[src/rtl/vlnu_sqrt_pipe.sv]
`timescale 1ns / 1ps
// ----------------------------------------------------------------------------
// vlnu_sqrt_pipe
// Pipelined floor square root, one root bit per register stage, with a
// side payload that travels alongside.
// ----------------------------------------------------------------------------
module vlnu_sqrt_pipe #(
    parameter int RAD_WIDTH = 34,
    parameter int PAY_WIDTH = 8
) (
    input  logic                     clk,
    input  logic                     rst_n,
    input  logic                     in_valid,
    input  logic [RAD_WIDTH-1:0]     radicand,
    input  logic [PAY_WIDTH-1:0]     in_pay,
    output logic                     out_valid,
    output logic [RAD_WIDTH/2-1:0]   root,
    output logic [PAY_WIDTH-1:0]     out_pay
);

    localparam int NS = RAD_WIDTH / 2;

    logic                 vld_reg  [0:NS-1];
    logic [RAD_WIDTH-1:0] rem_reg  [0:NS-1];
    logic [NS-1:0]        root_reg [0:NS-1];
    logic [PAY_WIDTH-1:0] pay_reg  [0:NS-1];

    for (genvar k = 0; k < NS; k++) begin : g_step
        localparam int J = NS - 1 - k;
        logic                 vld_in;
        logic [RAD_WIDTH-1:0] rem_in;
        logic [NS-1:0]        root_in;
        logic [PAY_WIDTH-1:0] pay_in;
        logic [RAD_WIDTH-1:0] trial;
        logic                 take;

        if (k == 0) begin : g_first
            assign vld_in  = in_valid;
            assign rem_in  = radicand;
            assign root_in = '0;
            assign pay_in  = in_pay;
        end
        else begin : g_next
            assign vld_in  = vld_reg[k-1];
            assign rem_in  = rem_reg[k-1];
            assign root_in = root_reg[k-1];
            assign pay_in  = pay_reg[k-1];
        end

        // Trial value for this bit: 2*root*2^J + 4^J
        assign trial = (RAD_WIDTH'(root_in) << (J + 1)) | (RAD_WIDTH'(1) << (2 * J));
        assign take  = (rem_in >= trial);

        // Advance valid bit
        always_ff @(posedge clk or negedge rst_n) begin
            if (!rst_n) begin
                vld_reg[k] <= 1'b0;
            end
            else begin
                vld_reg[k] <= vld_in;
            end
        end

        // Advance partial remainder and root
        always_ff @(posedge clk) begin
            rem_reg[k]  <= take ? (rem_in - trial) : rem_in;
            root_reg[k] <= take ? (root_in | (NS'(1) << J)) : root_in;
            pay_reg[k]  <= pay_in;
        end
    end

    assign out_valid = vld_reg[NS-1];
    assign root      = root_reg[NS-1];
    assign out_pay   = pay_reg[NS-1];

endmodule

[config.mk]
export PLATFORM = sky130hd
export DESIGN_NAME = vlnu_sqrt_pipe
export DESIGN_NICKNAME = d
export VERILOG_FILES = /design/src/rtl/vlnu_sqrt_pipe.sv
export SDC_FILE = /design/constraint.sdc
export NUM_CORES = 1
export LEC_CHECK = 0
export BUFFER_PORTS_ARGS = -buffer_cell sky130_fd_sc_hd__buf_2
export CAP_MARGIN = 5
export CORE_MARGIN = 2
export CORE_UTILIZATION = 61
export CTS_CLUSTER_SIZE = 8
export DETAILED_ROUTE_END_ITERATION = 8
export PLACE_DENSITY = 0.78
export SYNTH_ARGS = -nofsm -noshare
export SYNTH_HDL_FRONTEND = slang
export SYNTH_SLANG_ARGS = --single-unit
[constraint.sdc]
create_clock -name clk -period 3.35 [get_ports clk]
set_input_delay 0.67 -clock clk [delete_from_list [all_inputs] [get_ports clk]]
set_output_delay 0.67 -clock clk [all_outputs]
set_load 0.01 [all_outputs]
==> flow_results.org <==
** Detailed routing
- Before antenna repair, the detailed router went through 5 iterations.
- Drt first-iter violations :: 873
- In the routed design, unresolved DRC markers number 0.
- Via-to-Cell Ratio :: 5.53
- Antenna violation net count after detailed routing :: 0
- DR WL/cell :: between 15 and 20 um
- Final routed wirelength across all metal layers :: about 60 mm
- Detailed routing inserted a total of between 15,000 and 20,000 vias.

** Finish
- The register with the most flip-flops in the layout has around 540 of them.
- After the last flow step, the layout net total stands at 3,092.
- Number of non-filler instances in the completed layout :: between 3,000 and 4,000
- From synthesis to final layout, the design area changed by 14.7%.
- The library cell used most frequently in the layout, excluding fill and tap cells, is sky130_fd_sc_hd__dfxtp_1.
- Fraction of layout instances using a drive strength above 1 :: 0.102
- Commonest cells after routing, fill and taps aside :: sky130_fd_sc_hd__dfxtp_1, sky130_fd_sc_hd__inv_1, sky130_fd_sc_hd__nor2_1
- The number of antenna diodes in the final layout is 0.

** Worst hold path
- For hold timing, the worst endpoint is rem_reg[0][19]$_DFF_P_.
- The worst hold path begins at radicand[19].
- Number of cells traversed by the worst hold path :: 1
- Worst hold path class :: in2reg

** Clock tree
- CTS buffer count :: 116
- The clock passes through at most 3 buffers.
- H-tree Lvls :: 3
- The tree built by TritonCTS fans out to 850 sinks.
- Clock slew at reported path FFs :: 0.05 ns
- CTS placed an instance of sky130_fd_sc_hd__clkbuf_16 at the clock tree root.
- The clock reaches the later pin of the worst-skew pair after ~0.65 ns.
- CTS tree :: done

** Synth
- Distinct cells, synth :: a little under 80
- A synthesized cell averages around 11 um^2.
- In the synthesized netlist, the number of instances is 2,706.
- Synthesis produced a netlist with a net count of between 2,000 and 3,000.
- Counting flops and latches in the post-synthesis netlist gives between 800 and 900.
- In this run, synthesis inferred 0 flip-flops with an integrated enable.
- For this run, the number of Yosys warnings is 0.
- The share of the Yosys chip area taken by registers is 0.586.
- Total standard cell area after synthesis :: 0.0292 mm^2
- In the synthesized netlist the dominant register cell turns out to be sky130_fd_sc_hd__dfxtp_1.
- Proportion of register bits with asynchronous set or reset after synthesis :: 0.0200

** Worst setup path
- STA classifies the critical path startpoint as a flip-flop.
- Across all register-to-register paths, the minimum setup slack is between 0.2 and 0.25 ns.
- Number of cells on the worst reg-to-reg path :: 9
- The endpoint identified for the worst register-to-register timing path is rem_reg[0][456]$_DFF_P_.
- Along the worst path, the maximum fanout reaches 24.
- The startpoint identified for the worst register-to-register timing path is root_reg[12][16]$_DFF_P_.
- Critical path capture point type :: flip-flop
- The critical path starts at root_reg[12][16]$_DFF_P_.
- Worst Path Class, Setup :: reg2reg
- Crit path DAT :: about 3.6 ns
- Required time reported for the critical path endpoint :: just under 4 ns

** Power and ir drop
- Static leakage power :: 0.0151 uW
- IR analysis of the VDD net gives a maximum drop of 641 uV.
- In this run the power density over the cells is a little under 1000 mW/mm^2.

** Placement
- Placement-stage worst setup slack :: roughly 0.056 ns
- IO Port Bufs :: 70
- At the end of routability-driven placement, the weighted congestion stood at about 0.96.
- The HPWL after detailed placement is approximately 43 mm.
- Inst Count DP :: 3,377

** Timing
- The worst pin sits at a relative slew slack of 0.401.
- Endpoints failing setup :: 0
- Summed over all failing endpoints, the final setup total negative slack is 0 ns.
- Measured slew at the worst slew-check pin :: about 0.90 ns
- The count of endpoints failing hold in the final timing report came to 0.
- Hold Slack :: between 0.1 and 0.15 ns
- Subtracting the final worst setup slack from the clock period gives between 3 and 4 ns.
- The final-report max-slew violation count was 0.
- The clock arrives with 0.0267 ns of skew.
- In the finished design, the share of the clock period the worst path needs comes to 0.929.
- For this run, the top clock speed supported by timing is between 300 and 400 MHz.
- Unrepaired setup endpoints after global routing :: no
- After layout, the worst setup slack is between 0.2 and 0.25 ns.

** Global route
- In this run the most used layer during global routing was met2.
- Number of global-route vias before repair :: 20,400
- The initial antenna violation count is 0.
- Entering global routing, the biggest net connects 28 pins.
- Global-route wire length before repair :: roughly 100 mm
- Total global-route track usage :: 0.246
- For met2 alone, demand over resource in global routing was 0.478.
- For this run the aggregate overflow at the end of global routing stands at 0.
- Met3 track utilization from global routing :: 0.0434
- Met1 track demand over resource :: 0.252

** Die
- Row generation in the floorplan step produced 80 rows.
- Total die area :: between 0.04 and 0.05 mm^2
- Floorplan die height :: 223 um
- CORE AREA :: between 0.04 and 0.05 mm^2
- 71 I/O pins were placed.
- The die is between 200 and 250 um wide.
- Starting Density :: 0.615

** Flow run
- Max-cap viol count :: 0

** Outcome
- Outcome :: finished, final reports clean
[where the power goes]
| part | total (uW) | internal (uW) | switching (uW) | leakage [uW] |
|---|---|---|---|---|
| Clock | 10100 | 6160 | 3960 | 0.00152 |
| Sequential | 13900 | 12300 | 1590 | 0.00719 |
| Combinational | 8110 | 3740 | 4370 | 0.00642 |
[routing by layer]
| metal | wire, um | part of all wire | vias up |
|---|---|---|---|
| met5 | 0 | 0 | - |
| met4 | 2630 | 0.044 | 0 |
| met3 | 2130 | 0.035 | 186 |
| met2 | 32100 | 0.53 | 459 |
| met1 | 23200 | 0.39 | 9105 |
| li1 | - | - | 9670 |
[area by class of cell]
| type | instances | area [um^2] |
|---|---|---|
| clock inverter | 7 | 171 |
| inverter | 212 | 797 |
| tap | 615 | 769 |
| sequential | 850 | 17100 |
| timing repair buffer | 100 | 578 |
| clock buffer | 124 | 2960 |
| fill | 3327 | 14000 |
| multi-input combinational | 1601 | 11100 |
[stage by stage]
| stage | instance area (um^2) | utilization | power (uW) |
|---|---|---|---|
| after global routing | 33500 | 0.705 | 33900 |
| after detailed placement | 30300 | 0.639 | 22000 |
| final | 33500 | 0.705 | 32100 |
| after CTS | 33500 | 0.705 | 32300 |
| after floorplan | 29200 | - | 19800 |
| after global placement | 30300 | 0.639 | 21800 |
[cells in the mapped netlist, types with 15 or more instances]
| library cell | n | area (um^2) |
|---|---|---|
| sky130_fd_sc_hd__dfxtp_1 | 833 | 16700 |
| sky130_fd_sc_hd__inv_1 | 208 | 781 |
| sky130_fd_sc_hd__nor2_1 | 190 | 713 |
| sky130_fd_sc_hd__ha_1 | 166 | 2080 |
| sky130_fd_sc_hd__a21oi_1 | 140 | 701 |
| sky130_fd_sc_hd__xnor2_1 | 135 | 1180 |
| sky130_fd_sc_hd__nand2_1 | 126 | 473 |
| sky130_fd_sc_hd__o21ai_0 | 97 | 485 |
| sky130_fd_sc_hd__nor4_1 | 79 | 494 |
| sky130_fd_sc_hd__xor2_1 | 77 | 674 |
| sky130_fd_sc_hd__nor3_1 | 71 | 355 |
| sky130_fd_sc_hd__nand3_1 | 53 | 265 |
| sky130_fd_sc_hd__nand4_1 | 50 | 313 |
| sky130_fd_sc_hd__o21a_1 | 42 | 315 |
| sky130_fd_sc_hd__a21o_1 | 37 | 278 |
| sky130_fd_sc_hd__mux2_2 | 37 | 417 |
| sky130_fd_sc_hd__clkbuf_1 | 25 | 93.8 |
| sky130_fd_sc_hd__nand2b_1 | 25 | 156 |
| sky130_fd_sc_hd__or3_1 | 23 | 144 |
| sky130_fd_sc_hd__nor2b_1 | 20 | 125 |
| sky130_fd_sc_hd__dfrtp_1 | 17 | 425 |
| sky130_fd_sc_hd__nand4b_1 | 15 | 131 |
| sky130_fd_sc_hd__o31ai_1 | 15 | 113 |
| sky130_fd_sc_hd__or4_1 | 15 | 113 |
[worst max-delay path, stage by stage (launching register included)]
cell and delay (ns):
sky130_fd_sc_hd__dfxtp_1 0.32, sky130_fd_sc_hd__inv_1 0.05, sky130_fd_sc_hd__ha_1 0.47, sky130_fd_sc_hd__nand4_1 0.18
sky130_fd_sc_hd__or4_1 0.53, sky130_fd_sc_hd__nor4_1 0.35, sky130_fd_sc_hd__nand4bb_1 0.20, sky130_fd_sc_hd__o21ba_2 0.24
sky130_fd_sc_hd__clkinv_2 0.27, sky130_fd_sc_hd__mux2_2 0.38
[kinds of logic (layout without fill, tap and decap cells)]
family	after synthesis	in the layout	share of synthesized area
buffers and inverters	255	443	0.0341
AOI/OAI and AO/OA	440	440	0.0957
xor gates and xnor gates	212	212	0.0637
muxes	43	43	0.0163
adders and majority gates	166	166	0.0712
and+or+nand+nor	740	740	0.133
DFF	850	850	0.586
[worst max path at each step]
stage,end,slack [ns],cells past startpoint
floorplan,rem_reg[0][489]$_DFF_P_,0.75,13
global placement,rem_reg[0][271]$_DFF_P_,0.06,8
detailed placement,rem_reg[0][271]$_DFF_P_,0.06,8
CTS,rem_reg[0][271]$_DFF_P_,0.04,8
global route,rem_reg[0][543]$_DFF_P_,0.03,10
finish,rem_reg[0][456]$_DFF_P_,0.24,9
[what timing repair did]
| action | in CTS | in global routing |
|---|---|---|
| endpoints found under the setup margin | 0 | 3 |
| hold endpoints to repair | 17 | 0 |
| buffers inserted | 0 | 0 |
| hold buffers | 1 | 0 |
| gates resized for setup | 0 | 2 |
No activity file was read; power rests on OpenSTA's default activity.
